$ cat config.mk
export PLATFORM = sky130hd
export DESIGN_NAME = message_ring_fifo_with_loss_count
export DESIGN_NICKNAME = d
export VERILOG_FILES = /design/src/sv/mrfifo_pkg.sv /design/src/sv/message_ring_fifo_with_loss_count.sv /design/src/sv/mrfifo_ram.sv
export SDC_FILE = /design/constraint.sdc
export NUM_CORES = 1
export LEC_CHECK = 0
export BUFFER_PORTS_ARGS = -buffer_cell sky130_fd_sc_hd__buf_4
export CORE_UTILIZATION = 62
export CTS_BUF_LIST = sky130_fd_sc_hd__clkbuf_8
export DETAILED_ROUTE_END_ITERATION = 10
export HOLD_SLACK_MARGIN = 0.05
export PLACE_DENSITY = 0.81
export REMOVE_ABC_BUFFERS = 1
export SETUP_SLACK_MARGIN = 0.1
export SYNTH_ARGS = -nofsm -noshare
export SYNTH_HDL_FRONTEND = slang
export SYNTH_SLANG_ARGS = --single-unit
$ cat constraint.sdc
create_clock -name i_clk -period 6.2 [get_ports i_clk]
set_input_delay 0.62 -clock i_clk [delete_from_list [all_inputs] [get_ports i_clk]]
set_output_delay 0.62 -clock i_clk [all_outputs]
set_load 0.02 [all_outputs]
$ cat src/sv/mrfifo_pkg.sv
// mrfifo_pkg: operation and status codes for the message ring FIFO.
// No dependencies; imported by message_ring_fifo_with_loss_count.
`timescale 1ns / 1ps

package mrfifo_pkg;

    typedef enum logic [1:0] {
        MODE_SEND  = 2'd0,
        MODE_RECV  = 2'd1,
        MODE_CLEAR = 2'd2,
        MODE_QUERY = 2'd3
    } t_mode;

    typedef enum logic [1:0] {
        ST_OK    = 2'd0,
        ST_FULL  = 2'd1,
        ST_EMPTY = 2'd2
    } t_status;

    localparam int unsigned QDEPTH_W  = 5;
    localparam int unsigned QDEPTH_RST = 16;
    localparam int unsigned XDATA_W   = 32;
    localparam int unsigned LOSTOUT_W = 15;
    localparam int unsigned PEND_W    = 5;
    localparam int unsigned APB_W     = 32;
    localparam int unsigned PADDR_W   = 3;
    localparam logic        REG_QDEPTH = 1'b0;

endpackage

$ cat src/sv/message_ring_fifo_with_loss_count.sv
// message_ring_fifo_with_loss_count: bounded message FIFO with lost-message counter.
// Depends on mrfifo_pkg and mrfifo_ram.
`timescale 1ns / 1ps

// One transaction per clock while the output side does not stall: each operation
// (send, receive, clear, count query) is decoded and applied to the indices and
// counters in the cycle it is accepted, and its result appears on the output in
// the next cycle, when the ring RAM's registered read data is ready. The ring RAM
// has a single port pair (one write, one read). Input stall is raised only while a
// result is held and the output side stalls. queue_depth is written over the APB
// port at byte address 0; the user must write it only while the block is idle, as
// the block itself does not enforce this. Values above DEPTH act as DEPTH, and zero rejects every send as lost.

module message_ring_fifo_with_loss_count #(
    parameter int DEPTH      = 16,
    parameter int DATA_WIDTH = 32,
    parameter int LOST_MAX   = 32767
) (
    input  logic                                    i_clk,
    input  logic                                    i_rst_n,
    input  logic                                    i_valid,
    output logic                                    o_stall,
    input  mrfifo_pkg::t_mode                       i_mode,
    input  logic [mrfifo_pkg::XDATA_W-1:0]          i_send_data,
    output logic                                    o_valid,
    input  logic                                    i_stall,
    output mrfifo_pkg::t_status                     o_status,
    output logic [mrfifo_pkg::XDATA_W-1:0]          o_recv_data,
    output logic [mrfifo_pkg::LOSTOUT_W-1:0]        o_lost_count,
    output logic [mrfifo_pkg::PEND_W-1:0]           o_pending_count,
    input  logic                                    psel,
    input  logic                                    penable,
    input  logic                                    pwrite,
    input  logic [mrfifo_pkg::PADDR_W-1:0]          paddr,
    input  logic [mrfifo_pkg::APB_W-1:0]            pwdata,
    output logic [mrfifo_pkg::APB_W-1:0]            prdata,
    output logic                                    pready
);

    import mrfifo_pkg::*;

    localparam int IW  = (DEPTH > 1) ? $clog2(DEPTH) : 1;
    localparam int FW  = $clog2(DEPTH + 1);
    localparam int CW  = (FW > QDEPTH_W) ? FW : QDEPTH_W;
    localparam int LW  = $clog2(LOST_MAX + 1);
    localparam logic [IW-1:0] IDX_LAST = IW'(DEPTH - 1);

    logic [QDEPTH_W-1:0] r_qdepth;
    logic [IW-1:0]       r_ridx, n_ridx;
    logic [IW-1:0]       r_widx, n_widx;
    logic [FW-1:0]       r_fill, n_fill;
    logic [LW-1:0]       r_lost, n_lost;

    logic                r_out_valid;
    t_status             r_status, n_status;
    logic [LW-1:0]       r_lost_out, n_lost_out;
    logic [FW-1:0]       r_pend, n_pend;
    logic                r_pop;

    logic                w_acc;
    logic                w_cfg_wr;
    logic [CW-1:0]       w_eff;
    logic [CW-1:0]       w_fill_x;
    logic                w_we, w_re;
    logic [DATA_WIDTH-1:0] w_rdata;

    function automatic logic [IW-1:0] f_adv(input logic [IW-1:0] idx,
                                            input logic [CW-1:0] eff);
        logic [CW-1:0] nx;
        nx = CW'(idx) + CW'(1);
        return (nx >= eff) ? '0 : IW'(nx);
    endfunction

    assign o_stall  = r_out_valid & i_stall;
    assign w_acc    = i_valid & ~o_stall;
    assign pready   = 1'b1;
    assign w_cfg_wr = psel & penable & pwrite & pready;
    assign prdata   = (paddr[2] == REG_QDEPTH) ? APB_W'(r_qdepth) : '0;

    assign w_eff    = (CW'(r_qdepth) > CW'(DEPTH)) ? CW'(DEPTH) : CW'(r_qdepth);
    assign w_fill_x = CW'(r_fill);

    always_comb begin
        n_ridx     = r_ridx;
        n_widx     = r_widx;
        n_fill     = r_fill;
        n_lost     = r_lost;
        n_status   = ST_OK;
        n_lost_out = '0;
        n_pend     = r_fill;
        w_we       = 1'b0;
        w_re       = 1'b0;
        unique case (i_mode)
            MODE_SEND: begin
                if (w_fill_x >= w_eff) begin
                    n_status = ST_FULL;
                    if (r_lost < LW'(LOST_MAX)) begin
                        n_lost = r_lost + LW'(1);
                    end
                end else begin
                    w_we   = w_acc;
                    n_fill = r_fill + FW'(1);
                    n_widx = f_adv(r_widx, w_eff);
                end
                n_pend = n_fill;
            end
            MODE_RECV: begin
                if (r_fill == '0) begin
                    n_status = ST_EMPTY;
                end else begin
                    w_re       = w_acc;
                    n_fill     = r_fill - FW'(1);
                    n_ridx     = f_adv(r_ridx, w_eff);
                    n_lost_out = r_lost;
                    n_lost     = '0;
                end
                n_pend = n_fill;
            end
            MODE_CLEAR: begin
                if (r_fill != '0) begin
                    n_lost = '0;
                    n_fill = '0;
                    n_ridx = IDX_LAST;
                    n_widx = IDX_LAST;
                end
            end
            MODE_QUERY: begin
            end
            default: begin
            end
        endcase
    end

    always_ff @(posedge i_clk) begin
        if (!i_rst_n) begin
            r_qdepth    <= QDEPTH_W'(QDEPTH_RST);
            r_ridx      <= IDX_LAST;
            r_widx      <= IDX_LAST;
            r_fill      <= '0;
            r_lost      <= '0;
            r_out_valid <= 1'b0;
        end else begin
            if (w_cfg_wr && paddr[2] == REG_QDEPTH) begin
                r_qdepth <= pwdata[QDEPTH_W-1:0];
            end
            if (w_acc) begin
                r_ridx <= n_ridx;
                r_widx <= n_widx;
                r_fill <= n_fill;
                r_lost <= n_lost;
            end
            if (w_acc) begin
                r_out_valid <= 1'b1;
            end else if (!i_stall) begin
                r_out_valid <= 1'b0;
            end
        end
    end

    always_ff @(posedge i_clk) begin
        if (w_acc) begin
            r_status   <= n_status;
            r_lost_out <= n_lost_out;
            r_pend     <= n_pend;
            r_pop      <= w_re;
        end
    end

    mrfifo_ram #(
        .WIDTH (DATA_WIDTH),
        .DEPTH (DEPTH),
        .AW    (IW)
    ) u_ring (
        .i_clk   (i_clk),
        .i_we    (w_we),
        .i_waddr (n_widx & IDX_LAST),
        .i_wdata (DATA_WIDTH'(i_send_data)),
        .i_re    (w_re),
        .i_raddr (n_ridx),
        .o_rdata (w_rdata)
    );

    assign o_valid         = r_out_valid;
    assign o_status        = r_status;
    assign o_recv_data     = r_pop ? XDATA_W'(w_rdata) : '0;
    assign o_lost_count    = LOSTOUT_W'(r_lost_out);
    assign o_pending_count = PEND_W'(r_pend);

    a_fill_bound: assert property (@(posedge i_clk) disable iff (!i_rst_n)
        CW'(r_fill) <= CW'(DEPTH))
        else $error("fill count above ring depth");

    a_lost_bound: assert property (@(posedge i_clk) disable iff (!i_rst_n)
        r_lost <= LW'(LOST_MAX))
        else $error("lost counter above saturation limit");

    a_reject_keeps_fill: assert property (@(posedge i_clk) disable iff (!i_rst_n)
        (w_acc && i_mode == MODE_SEND && w_fill_x >= w_eff) |=> $stable(r_fill))
        else $error("rejected send changed fill count");

    a_pop_dec: assert property (@(posedge i_clk) disable iff (!i_rst_n)
        (w_acc && i_mode == MODE_RECV && r_fill != '0)
            |=> (r_fill == $past(r_fill) - FW'(1)) && (r_lost == '0))
        else $error("receive did not pop or clear lost counter");

    a_empty_zero: assert property (@(posedge i_clk) disable iff (!i_rst_n)
        (o_valid && o_status != ST_OK) |-> (o_recv_data == '0 && o_lost_count == '0))
        else $error("failed operation reported data or lost count");

endmodule

$ cat src/sv/mrfifo_ram.sv
// mrfifo_ram: generic single-port-write, single-port-read RAM, registered read.
// No dependencies; used for the message ring storage.
`timescale 1ns / 1ps

module mrfifo_ram #(
    parameter int WIDTH = 32,
    parameter int DEPTH = 16,
    parameter int AW    = (DEPTH > 1) ? $clog2(DEPTH) : 1
) (
    input  logic             i_clk,
    input  logic             i_we,
    input  logic [AW-1:0]    i_waddr,
    input  logic [WIDTH-1:0] i_wdata,
    input  logic             i_re,
    input  logic [AW-1:0]    i_raddr,
    output logic [WIDTH-1:0] o_rdata
);

    logic [WIDTH-1:0] r_mem [DEPTH];
    logic [WIDTH-1:0] r_rdata;

    always_ff @(posedge i_clk) begin
        if (i_we) begin
            r_mem[i_waddr] <= i_wdata;
        end
        if (i_re) begin
            r_rdata <= r_mem[i_raddr];
        end
    end

    assign o_rdata = r_rdata;

endmodule

# Word level (Yosys, flattened, before mapping)
# Memory sizes are Yosys's and may differ from the RTL's. A register that Yosys moved wholly into a read port is not among the register bits.
# Cells that the tools add are included.
# classes
mux,32
n_reduce_logical,8
addsub,5
n_eq_ne,7
bitwise,7
order_cmp,5
# ops
operator,n
15-bit 2-to-1 mux,4
15-bit case mux with 3 select lines,1
32-bit 2-to-1 mux,1
5-bit 2-to-1 mux,5
4-bit 2-to-1 mux,6
4-bit case mux with 2 select lines,2
15-bit by 1-bit adder with 15-bit output (second input constant),1
5-bit >= comparator,3
15-bit less-than comparator (second input constant),1
5-bit case mux with 3 select lines,1
4-bit by 1-bit adder with 5-bit output (second input constant),2
5-bit case mux with 2 select lines,1
1-bit 2-to-1 mux,9
2-bit != test (second input constant),4
6-bit AND reduction,1
5-bit by 1-bit adder with 5-bit output (second input constant),1
5-bit greater-than comparator (second input constant),1
5-bit zero test,1
5-bit nonzero test,1
5-bit by 1-bit subtractor with 5-bit output (second input constant),1
1-bit bitwise AND,4
2-bit case mux with 2 select lines,1
1-bit NOT,3
3-bit AND reduction,1
8 further kinds,8
# totals
regBits,57
output_inout_bits,89
mem_bits_rw,512
wordCells,75
mem_count,1
# memory_table
memory,depth,word_bits,rd,rd_clocked_by_memory_dff,wr,line_no,text
u_ring.r_mem,16,32,1,1,1,mrfifo_ram.sv:19,logic [WIDTH-1:0] r_mem [DEPTH];

# Depth between registers and ports, before layout
# Gate-level depths: netlist (run 1).
# logic_depth
ltp_word,7
ltp_mapped,15

# Hierarchy
# From an unflattened synthesis (run 1), not the netlist that was laid out.
# unflattened
cells_unflattened,1305
hier_area_um2,24105.6
# by_module_without_submodules
mod,seq_area_each_um2,area_per_inst_um2,n_inst,cells_per_inst
mrfifo_ram,16335.7,20155.6,1,838
message_ring_fifo_with_loss_count,1371.3,3950.0,1,467

# Worst setup path before layout (run 1)
# Ideal clock, no wire load.
# synth_timing
kind,reg-to-reg
startpoint,register r_widx[0]
endpoint,"memory u_ring.r_mem[5][0], enable pin"
setup_slack_ns,1.714
path_stages_with_launch,10
synth_period_minus_slack_ns,4.486
arrival_time_ns,4.065
cell_sequence,dfxtp_1 -> ha_1 -> ha_1 -> a21o_1 -> a21o_1 -> maj3_2 -> a2111oi_0 -> nor3_1 -> or4_4 -> nor2_1
# synth_between
elab_chain_len,5
word_cells_on_any_way,6
# synth_lines
element,line_no,text
from (decl),message_ring_fifo_with_loss_count.sv:50,"logic [IW-1:0] r_widx, n_widx;"
from (signal assigned),message_ring_fifo_with_loss_count.sv:148,r_widx <= n_widx;
4-bit by 1-bit adder with 5-bit output,message_ring_fifo_with_loss_count.sv:70,nx = CW'(idx) + CW'(1);
5-bit >= comparator,message_ring_fifo_with_loss_count.sv:71,return (nx >= eff) ? '0 : IW'(nx);
4-bit 2-to-1 mux,message_ring_fifo_with_loss_count.sv:71,
4-bit 2-to-1 mux,message_ring_fifo_with_loss_count.sv:95,if (w_fill_x >= w_eff) begin
4-bit case mux with 2 select lines (*),message_ring_fifo_with_loss_count.sv:93,unique case (i_mode)
to (decl),mrfifo_ram.sv:19,
# Every way passes the cells marked *; elsewhere a longest branch is shown, timed or not.

# Final worst setup path (run 1)
# layout_timing
startpoint,register r_ridx[0]
endpoint,"register u_ring.r_rdata[0], in the netlist u_ring.o_rdata[0] (read register of u_ring.r_mem), data pin"
# layout_between
elab_chain_len,5
word_cells_on_any_way,6
# layout_lines
element,line_no,text
from (decl),message_ring_fifo_with_loss_count.sv:49,"logic [IW-1:0] r_ridx, n_ridx;"
from (signal assigned),message_ring_fifo_with_loss_count.sv:147,r_ridx <= n_ridx;
4-bit by 1-bit adder with 5-bit output,message_ring_fifo_with_loss_count.sv:70,
5-bit >= comparator,message_ring_fifo_with_loss_count.sv:71,
4-bit 2-to-1 mux,message_ring_fifo_with_loss_count.sv:71,
4-bit 2-to-1 mux,message_ring_fifo_with_loss_count.sv:108,if (r_fill == '0) begin
4-bit case mux with 2 select lines (*),message_ring_fifo_with_loss_count.sv:93,
to (decl),mrfifo_ram.sv:20,logic [WIDTH-1:0] r_rdata;
# Marks and branches as above.
# A chain may end at the register's enable or synchronous reset.

==> results of run 1 <==
## path summary, 6_finish.rpt
path	startpoint	to	slack, ns
worst max-delay path	r_ridx[0]$_SDFFE_PN1P_	u_ring.o_rdata[0]$_DFFE_PP_	1.22
worst max register to register	r_ridx[0]$_SDFFE_PN1P_	u_ring.o_rdata[0]$_DFFE_PP_	1.22
worst min register to register	r_widx[1]$_SDFFE_PN1P_	r_widx[1]$_SDFFE_PN1P_	0.53
worst min-delay path	i_valid	o_valid$_SDFFE_PN0P_	0.20
## critical path, cell delays in order (launching register included)
cell	delay (ns)
sky130_fd_sc_hd__dfxtp_1	0.76
sky130_fd_sc_hd__ha_1	0.43
sky130_fd_sc_hd__xor2_1	0.12
sky130_fd_sc_hd__ha_1	0.32
sky130_fd_sc_hd__nand2_1	0.09
sky130_fd_sc_hd__o21a_1	0.18
sky130_fd_sc_hd__maj3_2	0.33
sky130_fd_sc_hd__o21ai_4	0.37
sky130_fd_sc_hd__and2_4	0.92
sky130_fd_sc_hd__buf_4	0.44
sky130_fd_sc_hd__mux2i_1	0.23
sky130_fd_sc_hd__o2111ai_1	0.14
sky130_fd_sc_hd__a311o_1	0.32
## final cells by class
cell class / count / share of cell area, %
well taps: 532 / 2.33
inverters: 23 / 0.303
clock buffers: 93 / 4.49
clock inverters: 68 / 1.18
repair buffers: 144 / 3.88
diodes: 1 / 0.00877
flip-flops and latches: 601 / 62.1
multi-input cells: 1141 / 25.7
## metal layers
layer / routed length (um) / part of all wire, % / vias to the layer above
met3: 6050 / 10 / 143
met5: 0 / 0 / -
met2: 28700 / 48 / 926
li1: - / - / 7443
met4: 2070 / 3.4 / 0
met1: 23300 / 39 / 8065
## through the flow
step / setup TNS [ns] / instance area (sq um) / utilization, % / setup slack (ns)
after floorplan: -82.42 / 24900 / - / -2.67
after global placement: 0 / 26900 / 65.7 / 1.39
after detailed placement: 0 / 26900 / 65.7 / 1.33
after CTS: 0 / 28500 / 69.7 / 1.31
after global routing: 0 / 28500 / 69.7 / 0.975
final: 0 / 28500 / 69.7 / 1.22
## sequential cells by signal (all words and copies together), names as in the netlist, 2 cells and up
name	cells
o_lost_count	15
o_pending_count	5
o_status	2
r_fill	5
r_lost	15
r_qdepth	5
r_ridx	4
r_widx	4
u_ring.o_rdata	32
u_ring.r_mem	512
## cells by family after synthesis
group | Yosys count
DFF | 601
and+or+nand+nor | 574
AOI/OAI and AO/OA | 454
buffers and inverters | 185
muxes | 41
adders and majority gates | 25
xor gates and xnor gates | 19
other | 2
## synth_stat cells (4+ instances only)
| cell type | count |
|---|---|
| sky130_fd_sc_hd__a31oi_1 | 5 |
| sky130_fd_sc_hd__nand2b_1 | 10 |
| sky130_fd_sc_hd__nor2b_1 | 14 |
| sky130_fd_sc_hd__a311o_1 | 31 |
| sky130_fd_sc_hd__buf_2 | 33 |
| sky130_fd_sc_hd__o21a_1 | 5 |
| sky130_fd_sc_hd__a21boi_1 | 30 |
| sky130_fd_sc_hd__o22ai_1 | 5 |
| sky130_fd_sc_hd__and2_1 | 36 |
| sky130_fd_sc_hd__buf_6 | 17 |
| sky130_fd_sc_hd__buf_4 | 41 |
| sky130_fd_sc_hd__or2_2 | 4 |
| sky130_fd_sc_hd__a211oi_1 | 41 |
| sky130_fd_sc_hd__inv_1 | 23 |
| sky130_fd_sc_hd__nand4_1 | 5 |
| sky130_fd_sc_hd__mux2i_1 | 38 |
| sky130_fd_sc_hd__a21o_1 | 5 |
| sky130_fd_sc_hd__o2111ai_1 | 32 |
| sky130_fd_sc_hd__nor2_1 | 60 |
| sky130_fd_sc_hd__ha_1 | 22 |
| sky130_fd_sc_hd__dfxtp_1 | 34 |
| sky130_fd_sc_hd__a21boi_0 | 63 |
| sky130_fd_sc_hd__and3_1 | 141 |
| sky130_fd_sc_hd__edfxtp_1 | 567 |
| sky130_fd_sc_hd__a21oi_1 | 47 |
| sky130_fd_sc_hd__nand2_1 | 233 |
| sky130_fd_sc_hd__o21ai_1 | 52 |
| sky130_fd_sc_hd__a311oi_1 | 33 |
| sky130_fd_sc_hd__xnor2_1 | 15 |
| sky130_fd_sc_hd__xor2_1 | 4 |
| sky130_fd_sc_hd__nor3_1 | 10 |
| sky130_fd_sc_hd__nand3_1 | 44 |
| sky130_fd_sc_hd__o21ai_0 | 32 |
| sky130_fd_sc_hd__o211ai_1 | 37 |
| sky130_fd_sc_hd__clkbuf_1 | 67 |
| sky130_fd_sc_hd__a211o_1 | 5 |
## power groups by stage
stage / Sequential [mW] / Clock, mW / Combinational, mW
final: 4.52 / 2.94 / 1.09
after global routing: 4.52 / 3.13 / 1.18
after CTS: 4.52 / 2.97 / 1.08
after detailed placement: 4.61 / 0 / 1.07
after global placement: 4.60 / 0 / 1.04
after floorplan: 4.61 / 0 / 0.687
## placed cells by master, fill, tap and decap left out, types with 38 or more instances in the layout
| master | count |
|---|---|
| sky130_fd_sc_hd__edfxtp_1 | 567 |
| sky130_fd_sc_hd__a211oi_1 | 40 |
| sky130_fd_sc_hd__buf_4 | 142 |
| sky130_fd_sc_hd__and3_1 | 141 |
| sky130_fd_sc_hd__nand2_1 | 233 |
| sky130_fd_sc_hd__nand3_1 | 44 |
| sky130_fd_sc_hd__mux2i_1 | 38 |
| sky130_fd_sc_hd__clkbuf_8 | 93 |
| sky130_fd_sc_hd__inv_1 | 65 |
| sky130_fd_sc_hd__a21boi_0 | 63 |
| sky130_fd_sc_hd__nor2_1 | 43 |
| sky130_fd_sc_hd__o21ai_1 | 52 |
| sky130_fd_sc_hd__a21oi_1 | 46 |
==> results by group, run 1 <==
Logic synthesis
  • Main synth FF type: sky130_fd_sc_hd__edfxtp_1
  • Post-synthesis cell type count: 74
  • Multiplexer share of the synthesized area: under 10%
  • Area fraction in and, or, nand and nor cells after synthesis: between 10% and 20%
  • Arithmetic-cell share of the synthesized area counting full adders, half adders and majority gates: ~1.2%
  • Yosys Warn Count: 0
  • Synthesized-area fraction occupied by ao, oa, aoi and oai cells: approximately an eighth
  • Top cells by area, synth: sky130_fd_sc_hd__edfxtp_1 (66%), sky130_fd_sc_hd__and3_1 (3.4%), sky130_fd_sc_hd__nand2_1 (3.4%)
  • Sequential fraction of the synthesis area: around 70%
  • Share of flip-flops with an asynchronous set or reset: 0%
  • Leading area contributor after synthesis: sky130_fd_sc_hd__edfxtp_1
  • Dominant combinational cell family by area after synthesis: compound AO/OA/AOI/OAI gates
  • Mean instance size in the synthesized netlist: 13.6 sq um
  • Xor and xnor fraction of the mapped netlist area: less than 1%
  • Yosys top cell area share: between 60 and 70%
  • Seq cells post-synth: between 600 and 700
  • EDFF count, synth: 567
  • Number of instances in the synthesized netlist: between 1500 and 2000
  • Post-Syn Area: about 26000 sq um

Global route
  • Largest net degree at the start of global routing: 219
  • Number of antenna violations at the first check in global routing: 1
  • GRT met1 Usage: around 38%
  • Global routing met2 resource utilization: 46.2%
  • Number of global-route vias before repair: 15944
  • Overflow after GRT: 0
  • Overall fraction of global-route tracks in use: 28.7%
  • Busiest grt layer: met2
  • Met3 track demand over resource: approximately 6.4%
  • First-pass GRT wire length: ~90000 um

STA
  • Post-layout minimum cycle time: about 5 ns
  • Worst slew margin: 22.5%
  • Upper clock frequency limit: between 200 and 250 MHz
  • Worst Max-Slew Pin Slew: around 1.2 ns
  • Final setup skew: roughly 0.023 ns
  • Final number of setup-violating endpoints: 0
  • Number of failing hold endpoints at the final stage: 0
  • Post-Route Hold Slack: roughly 0.20 ns
  • Number of slew-limit violations in the final report: 0
  • Setup repair after global routing missed its margin: no
  • Portion of the clock cycle consumed by the worst path in the final layout: roughly 80%

Worst setup path
  • Worst Reg2Reg Path Length in Cells: 12
  • Worst-path fanout max: between 60 and 70
  • Capturing element type of the critical path: flip-flop
  • Worst Setup Start Kind: flip-flop
  • Crit path arrival time: approximately 5.4 ns
  • Required time at the worst-slack endpoint: roughly 6.6 ns
  • CP Class: reg -> reg

Floorplan
  • Die area: roughly 42000 sq um
  • Die X: about 210 um
  • IO Count: between 150 and 200
  • Chip Height: 206 um
  • Placeable core area: roughly 40000 sq um
  • Std cell rows: 74
  • Starting Density: approximately 63%

Finish
  • Fill cell count: 2641
  • Number of nets in the layout: between 2000 and 2500
  • Share of layout cells above drive strength 1: ~14%
  • FF+latch area: between 15000 and 20000 sq um
  • Multi-input combinational cell area: between 7000 and 8000 sq um
  • Non-Filler Instances: roughly 2600
  • Signed area change from the synthesized netlist to the final layout: 10.7%

Detailed routing
  • Residual DRC count: 0
  • Number of DRC markers after the initial detailed-route iteration: about 1800
  • Wire length after detailed routing: around 60000 um
  • DR vias: between 15000 and 20000
  • Per-cell via count in the routed design: 6.37
  • Post-route ant nets: 0
  • Drt wl/cell: 23.1 um
  • 1st-pass router iterations: 6

Placement
  • Total of buffers placed on input and output ports: between 100 and 150
  • Instance count after placement with tap cells included: 2441
  • Dpl hpwl: ~33000 um
  • GP Congestion: approximately 0.86

Power
  • Clock group share of total power: roughly a third
  • Leak Pwr: ~10 nW
  • Fraction of power spent switching nets: between 20% and 30%
  • Switching power summed over all nets: around 2.2 mW
  • Final Power: 8.55 mW
  • Int Power: approximately 6.3 mW
  • Flop pwr share: approximately 53%
  • PD cells: 300 nW/um^2
  • Worst vdd ir: roughly 0.22 mV
  • Part of the total power dissipated in combinational logic: approximately 13%

Clocking
  • TritonCTS buffer count: approximately 90
  • Post_cts resized: 0
  • Hold Buf Count CTS: 0
  • Worst-skew pair later-pin latency: ~0.66 ns
  • Number of levels the H-tree was split into: 3
  • Buffer cell driving the clock tree root: sky130_fd_sc_hd__clkbuf_8
  • Clock input transition at the sequential cells of the worst setup and hold paths: approximately 0.06 ns
  • Buffers inserted during post-CTS setup optimization: 0
  • TritonCTS clock tree: built
  • Longest Clk Path Bufs: 3
  • Number of sinks on the clock net: roughly 600

Hold path
  • Worst min-delay path category: in -> reg
  • Worst hold stages: 2

Run
  • Max cap viols: 0

Run status
  • Outcome: complete, no violations
(Power assumes the default switching activity.)
==> run 2: changes to the inputs <==
==> constraint.sdc (replaced) <==
create_clock -name i_clk -period 5.2 [get_ports i_clk]
set_input_delay 0.52 -clock i_clk [delete_from_list [all_inputs] [get_ports i_clk]]
set_output_delay 0.52 -clock i_clk [all_outputs]
set_load 0.02 [all_outputs]
==> results by group, run 2 (synthesis gave the netlist of run 1 again) <==
Run status
  • Outcome: complete, no violations

Worst setup path
  • Crit path arrival time: 4.75 ns (-0.62 ns)
  • Worst-path fanout max: 19 (-71%)
  • CP startpoint: r_qdepth[3]$_SDFFE_PN0P_
  • Worst Setup Start Kind: flip-flop
  • Source of the worst register-to-register timing path: r_qdepth[3]$_SDFFE_PN0P_
  • Capturing element type of the critical path: flip-flop
  • CP Class: reg -> reg
  • Required time at the worst-slack endpoint: 5.55 ns (-1.05 ns)

Detailed routing
  • Wire length after detailed routing: 60100 um (about the same)
  • 1st-pass router iterations: 5 (-1)
  • Post-route ant nets: 0 (unchanged)
  • Residual DRC count: 0 (unchanged)
  • Drt wl/cell: 23.0 um (-0.51%)
  • Per-cell via count in the routed design: 6.35 (-0.23%)
  • Number of DRC markers after the initial detailed-route iteration: 1725 (-2.2%)
  • DR vias: 16621 (+0.27%)

Clocking
  • Number of sinks on the clock net: 601 (unchanged)
  • Worst-skew pair later-pin latency: 0.68 ns (+0.02 ns)
  • Post_cts resized: 0 (unchanged)
  • Longest Clk Path Bufs: 3 (unchanged)
  • TritonCTS buffer count: 91 (-1.1%)
  • Buffers inserted during post-CTS setup optimization: 0 (unchanged)
  • Number of levels the H-tree was split into: 3 (unchanged)
  • Clock input transition at the sequential cells of the worst setup and hold paths: 0.06 ns (about the same)
  • Buffer cell driving the clock tree root: sky130_fd_sc_hd__clkbuf_8
  • TritonCTS clock tree: built
  • Hold Buf Count CTS: 0 (unchanged)

STA
  • Upper clock frequency limit: 228 MHz (+13%)
  • Summed negative setup slack over all endpoints: 0 ns (unchanged)
  • Worst slew margin: 35.2% (+13 points)
  • Portion of the clock cycle consumed by the worst path in the final layout: 84.5% (+4.3 points)
  • Final number of setup-violating endpoints: 0 (unchanged)
  • Worst Max-Slew Pin Slew: 0.965 ns (-0.198 ns)
  • Final setup skew: 0.0301 ns (+0.00675 ns)
  • Number of slew-limit violations in the final report: 0 (unchanged)
  • Number of failing hold endpoints at the final stage: 0 (unchanged)
  • Setup repair after global routing missed its margin: no
  • Post-layout minimum cycle time: 4.39 ns (-0.581 ns)

Global route
  • Largest net degree at the start of global routing: 218 (-0.46%)
  • Overall fraction of global-route tracks in use: 28.8% (+0.16 points)
  • First-pass GRT wire length: 90900 um (+0.72%)
  • Number of antenna violations at the first check in global routing: 0 (-1)
  • Number of global-route vias before repair: 15941 (-0.019%)
  • Overflow after GRT: 0 (unchanged)

Finish
  • Area of all placed cells without fillers: 28700 sq um (+0.75%)
  • Number of nets in the layout: 2112 (+0.52%)
  • Commonest non-fill, non-tap cells in the layout: sky130_fd_sc_hd__edfxtp_1 (567), sky130_fd_sc_hd__nand2_1 (233), sky130_fd_sc_hd__buf_4 (146)
  • Signed area change from the synthesized netlist to the final layout: 11.5%
  • Share of layout cells above drive strength 1: 15.0% (+1.0 points)
  • Largest Register: u_ring.r_mem
  • Number of diodes added for antenna fixing: 0 (-1)
  • Fill cell count: 2604 (-1.4%)
  • Flip-flop count of the largest register after layout: 512 (unchanged)
  • Commonest non-fill, non-tap cell in the layout: sky130_fd_sc_hd__edfxtp_1
  • Non-Filler Instances: 2616 (+0.50%)

Run
  • Max cap viols: 0 (unchanged)

Placement
  • Dpl cell area: 27100 sq um (+0.71%)
  • GP Congestion: 0.883 (+2.6%)
  • Total of buffers placed on input and output ports: 107 (unchanged)
  • Dpl hpwl: 31600 um (-4.1%)
  • Instance count after placement with tap cells included: 2453 (+0.49%)

Hold path
  • Worst min-delay path category: in -> reg
  • Origin of the worst min-delay path: i_valid

Floorplan
  • Die area: 42400 sq um (unchanged)
  • Placeable core area: 40900 sq um (unchanged)
  • Starting Density: 63.0% (unchanged)
  • IO Count: 165 (unchanged)
  • Chip Height: 206 um (unchanged)
  • Die X: 206 um (unchanged)
  • Std cell rows: 74 (unchanged)

Power
  • Final Power: 10.3 mW (+20%)
  • PD cells: 358 nW/um^2 (+19%)
  • Leak Pwr: 10.3 nW (+0.79%)
  • Worst vdd ir: 0.308 mV (+37%)
==> run 2: cell count changes in the layout (fill, tap and decap cells not counted), sizes merged <==
cell,change
clkbuf,-1
inv,-9
diode,-1
buf,+12
clkinvlp,-1
clkinv,+13
==> run 2: cell type report <==
| cell class | count | area (sq um) | share of cell area [%] |
|---|---|---|---|
| inverter | 23 | 86.3 | 0.300 |
| tap | 532 | 666 | 2.32 |
| timing repair buffer | 156 | 1300 | 4.51 |
| sequential | 601 | 17700 | 61.6 |
| clock buffer | 92 | 1270 | 4.41 |
| clock inverter | 71 | 374 | 1.30 |
| multi-input combinational | 1141 | 7340 | 25.5 |
==> run 2: final timing paths <==
check                                  end  slack [ns]  depth (start not counted)
max          u_ring.r_mem[7][13]$_DFFE_PP_        0.81                         11
min                   o_valid$_SDFFE_PN0P_        0.09                          2
max reg2reg  u_ring.r_mem[7][13]$_DFFE_PP_        0.81                         11
min reg2reg         r_lost[1]$_SDFFE_PN0P_        0.52                          2
==> run 2: worst max-delay path, cell delays in order, from the launching register on <==
cell and delay, ns:
sky130_fd_sc_hd__dfxtp_1 0.37, sky130_fd_sc_hd__nor2b_1 0.32, sky130_fd_sc_hd__inv_1 0.19, sky130_fd_sc_hd__ha_1 0.32
sky130_fd_sc_hd__or2_2 0.30, sky130_fd_sc_hd__a211oi_1 0.30, sky130_fd_sc_hd__nor2_1 0.17, sky130_fd_sc_hd__a2111oi_0 0.40
sky130_fd_sc_hd__nor3_1 0.20, sky130_fd_sc_hd__or4_4 0.65, sky130_fd_sc_hd__nor2_4 0.57, sky130_fd_sc_hd__buf_12 0.28
==> run 2: stage by stage <==
step,utilization (%),setup WS [ns],hold slack [ns]
final,70.2,0.806,0.0877
after CTS,70.2,0.791,0.0551
after global routing,70.2,0.553,0.0674
after global placement,66.2,0.967,0.498
after floorplan,-,-3.67,0.475
after detailed placement,66.2,0.837,0.511
==> run 2: power by group <==
part	internal (mW)	switching (mW)	total, mW
clock network	1.76	1.78	3.54
registers	5.36	0.0239	5.39
logic	0.457	0.896	1.35
total	7.58	2.70	10.3
==> run 2: routing by layer <==
| layer | wire, um | track usage [%] | part of all wire, % | vias to the layer above |
|---|---|---|---|---|
| li1 | - | - | - | 7472 |
| met1 | 23800 | 38.4 | 40 | 8098 |
| met2 | 28800 | 46.3 | 48 | 871 |
| met3 | 5240 | 5.69 | 8.7 | 180 |
| met4 | 2270 | 12.9 | 3.8 | 0 |
| met5 | 0 | 0 | 0 | - |
==> run 3: changes to the inputs <==
==> constraint.sdc (replaced) <==
create_clock -name i_clk -period 4.2 [get_ports i_clk]
set_input_delay 0.42 -clock i_clk [delete_from_list [all_inputs] [get_ports i_clk]]
set_output_delay 0.42 -clock i_clk [all_outputs]
set_load 0.02 [all_outputs]
==> results by group, run 3 (synthesis gave the netlist of run 1 again) <==
Clocking
  • Number of sinks on the clock net: 601 (unchanged)
  • Worst-skew pair later-pin latency: 0.68 ns (about the same)
  • TritonCTS buffer count: 93 (+2.2%)
  • Longest Clk Path Bufs: 3 (unchanged)
  • Buffer cell driving the clock tree root: sky130_fd_sc_hd__clkbuf_8
  • Number of levels the H-tree was split into: 3 (unchanged)
  • TritonCTS clock tree: built
  • Clock input transition at the sequential cells of the worst setup and hold paths: 0.06 ns (about the same)

Worst setup path
  • Slack of the worst reg-to-reg path: 0.33 ns (-0.48 ns)
  • Gate family responsible for the most delay along the worst path: simple AND/OR/NAND/NOR gates
  • Worst-path fanout max: 18 (-1)
  • Capturing element type of the critical path: flip-flop
  • CP Class: reg -> reg
  • Crit path arrival time: 4.20 ns (-0.55 ns)
  • Worst Setup Start Kind: flip-flop
  • Biggest cell delay along the critical path: 0.65 ns (about the same)
  • Cell Chain, Critical Path: nor2b_2 > inv_1 > ha_1 > or2_2 > a211oi_1 > nor2_1 > a2111oi_0 > nor3_1 > or4_4 > nor2_4 > buf_4
  • Required time at the worst-slack endpoint: 4.53 ns (-1.02 ns)
  • Slowest CP cell: sky130_fd_sc_hd__or4_4
  • Critical path buffer and inverter count: 2 (unchanged)

STA
  • Final setup skew: 0.0382 ns (+0.00811 ns)
  • Number of slew-limit violations in the final report: 0 (unchanged)
  • Post-layout minimum cycle time: 3.87 ns (-0.524 ns)
  • Number of failing hold endpoints at the final stage: 0 (unchanged)
  • Worst slew margin: 32.8% (-2.5 points)
  • Setup repair after global routing missed its margin: no
  • Post-Route Hold Slack: 0.0783 ns (-0.00947 ns)
  • Upper clock frequency limit: 258 MHz (+14%)
  • Final number of setup-violating endpoints: 0 (unchanged)
  • Worst Max-Slew Pin Slew: 1.01 ns (+0.0439 ns)
  • Portion of the clock cycle consumed by the worst path in the final layout: 92.1% (+7.6 points)

Placement
  • GP Congestion: 0.884 (+0.11%)
  • Dpl hpwl: 34300 um (+8.4%)
  • Instance count after placement with tap cells included: 2480 (+1.1%)
  • Total of buffers placed on input and output ports: 107 (unchanged)

Power
  • Int Power: 9.41 mW (+24%)
  • Leak Pwr: 10.7 nW (+3.9%)
  • Flop pwr share: 52.1% (-0.3 points)
  • Clock group share of total power: 34.1% (-0.3 points)
  • Fraction of power spent switching nets: 26.5% (+0.26 points)
  • Worst vdd ir: 0.327 mV (+6.2%)
  • Part of the total power dissipated in combinational logic: 13.8% (+0.6 points)
  • Switching power summed over all nets: 3.40 mW (+26%)
  • PD cells: 432 nW/um^2 (+21%)

Floorplan
  • Die area: 42400 sq um (unchanged)
  • Starting Density: 63.0% (unchanged)
  • Chip Height: 206 um (unchanged)
  • Placeable core area: 40900 sq um (unchanged)
  • IO Count: 165 (unchanged)
  • Std cell rows: 74 (unchanged)
  • Die X: 206 um (unchanged)

Global route
  • Largest net degree at the start of global routing: 86 (-61%)
  • Number of global-route vias before repair: 16594 (+4.1%)
  • First-pass GRT wire length: 92500 um (+1.8%)
  • Overflow after GRT: 0 (unchanged)
  • Number of antenna violations at the first check in global routing: 0 (unchanged)
  • Overall fraction of global-route tracks in use: 29.2% (+0.39 points)

Detailed routing
  • Drt wl/cell: 22.8 um (-0.66%)
  • Wire length after detailed routing: 61500 um (+2.3%)
  • Post-route ant nets: 0 (unchanged)
  • Residual DRC count: 0 (unchanged)
  • 1st-pass router iterations: 5 (unchanged)
  • DR vias: 17159 (+3.2%)
  • Number of DRC markers after the initial detailed-route iteration: 1934 (+12%)
  • Per-cell via count in the routed design: 6.37 (+0.25%)

Finish
  • Commonest non-fill, non-tap cells in the layout: sky130_fd_sc_hd__edfxtp_1 (567), sky130_fd_sc_hd__nand2_1 (233), sky130_fd_sc_hd__buf_4 (158)
  • Signed area change from the synthesized netlist to the final layout: 14.9%
  • Fill cell count: 2553 (-2.0%)
  • Share of layout cells above drive strength 1: 16.0% (+1.0 points)
  • Non-Filler Instances: 2694 (+3.0%)
  • Final core utilization: 72.4% (+2.2 points)
  • Number of diodes added for antenna fixing: 0 (unchanged)
  • Commonest non-fill, non-tap cell in the layout: sky130_fd_sc_hd__edfxtp_1
  • Largest Register: u_ring.r_mem
  • Flip-flop count of the largest register after layout: 512 (unchanged)
  • Number of nets in the layout: 2185 (+3.5%)

Run status
  • Outcome: complete, no violations

Hold path
  • Worst min-delay path category: in -> reg

Run
  • Max cap viols: 0 (unchanged)
## run 3: cell types whose count changed in the layout (fill, tap and decap cells not counted), moves of 2 or more
cell,before,now
sky130_fd_sc_hd__inv_6,0,2
sky130_fd_sc_hd__dlygate4sd3_1,0,39
sky130_fd_sc_hd__clkinv_2,13,10
sky130_fd_sc_hd__inv_1,53,57
sky130_fd_sc_hd__buf_12,10,29
sky130_fd_sc_hd__buf_4,146,158
sky130_fd_sc_hd__bufinv_16,2,0
sky130_fd_sc_hd__clkinv_1,21,23
sky130_fd_sc_hd__clkinvlp_4,1,3
sky130_fd_sc_hd__inv_8,3,1
sky130_fd_sc_hd__clkbuf_8,92,96
## run 3: through the flow
stage | power, mW | setup slack, ns | setup TNS (ns) | area (sq um)
finish | 12.8 | 0.330 | 0 | 29600
global route | 13.2 | 0.109 | 0 | 29600
CTS | 12.8 | 0.113 | 0 | 29600
detailed placement | 8.49 | 0.176 | 0 | 27500
global placement | 8.42 | 0.304 | 0 | 27500
floorplan | 7.82 | -4.67 | -194.14 | 24900
## run 3: final cells by class
cell class	instances	area (sq um)	area share, %
inverter	23	86.3	0.291
clock buffer	96	1320	4.46
sequential	601	17700	59.8
multi-input combinational	1141	7340	24.8
timing repair buffer	227	2170	7.32
clock inverter	74	332	1.12
tap	532	666	2.25
## run 3: worst paths after layout
kind	startpoint	endpoint	cells after the start
setup / recovery	r_qdepth[3]$_SDFFE_PN0P_	u_ring.r_mem[4][10]$_DFFE_PP_	11
hold / removal	i_send_data[31]	u_ring.r_mem[9][31]$_DFFE_PP_	1
setup reg to reg	r_qdepth[3]$_SDFFE_PN0P_	u_ring.r_mem[4][10]$_DFFE_PP_	11
hold reg to reg	r_widx[1]$_SDFFE_PN1P_	r_widx[1]$_SDFFE_PN1P_	2
## run 3: power groups by stage
| stage | clock network, mW | logic (mW) | registers, mW |
|---|---|---|---|
| 2_1_floorplan | 0 | 1.01 | 6.81 |
| 3_3_place_gp | 0 | 1.63 | 6.79 |
| 3_5_place_dp | 0 | 1.69 | 6.79 |
| 4_1_cts | 4.42 | 1.74 | 6.67 |
| 5_1_grt | 4.67 | 1.90 | 6.67 |
| 6_report | 4.37 | 1.77 | 6.67 |
## run 3: timing repair
item                                   4_1_cts  5_1_grt
setup endpoints to repair                    0      245
resized for setup                            0        3
hold buffers                                39        0
setup buffers                                0        5
endpoints found under the hold margin      457        0
## run 3: metal layers
metal  vias up  wire length (um)  global-route usage, %
met5         -                 0                      0
met4         0              2100                   13.2
met3       159              5690                   5.76
met2       964             29500                   46.7
met1      8419             24200                   39.0
li1       7617                 -                      -
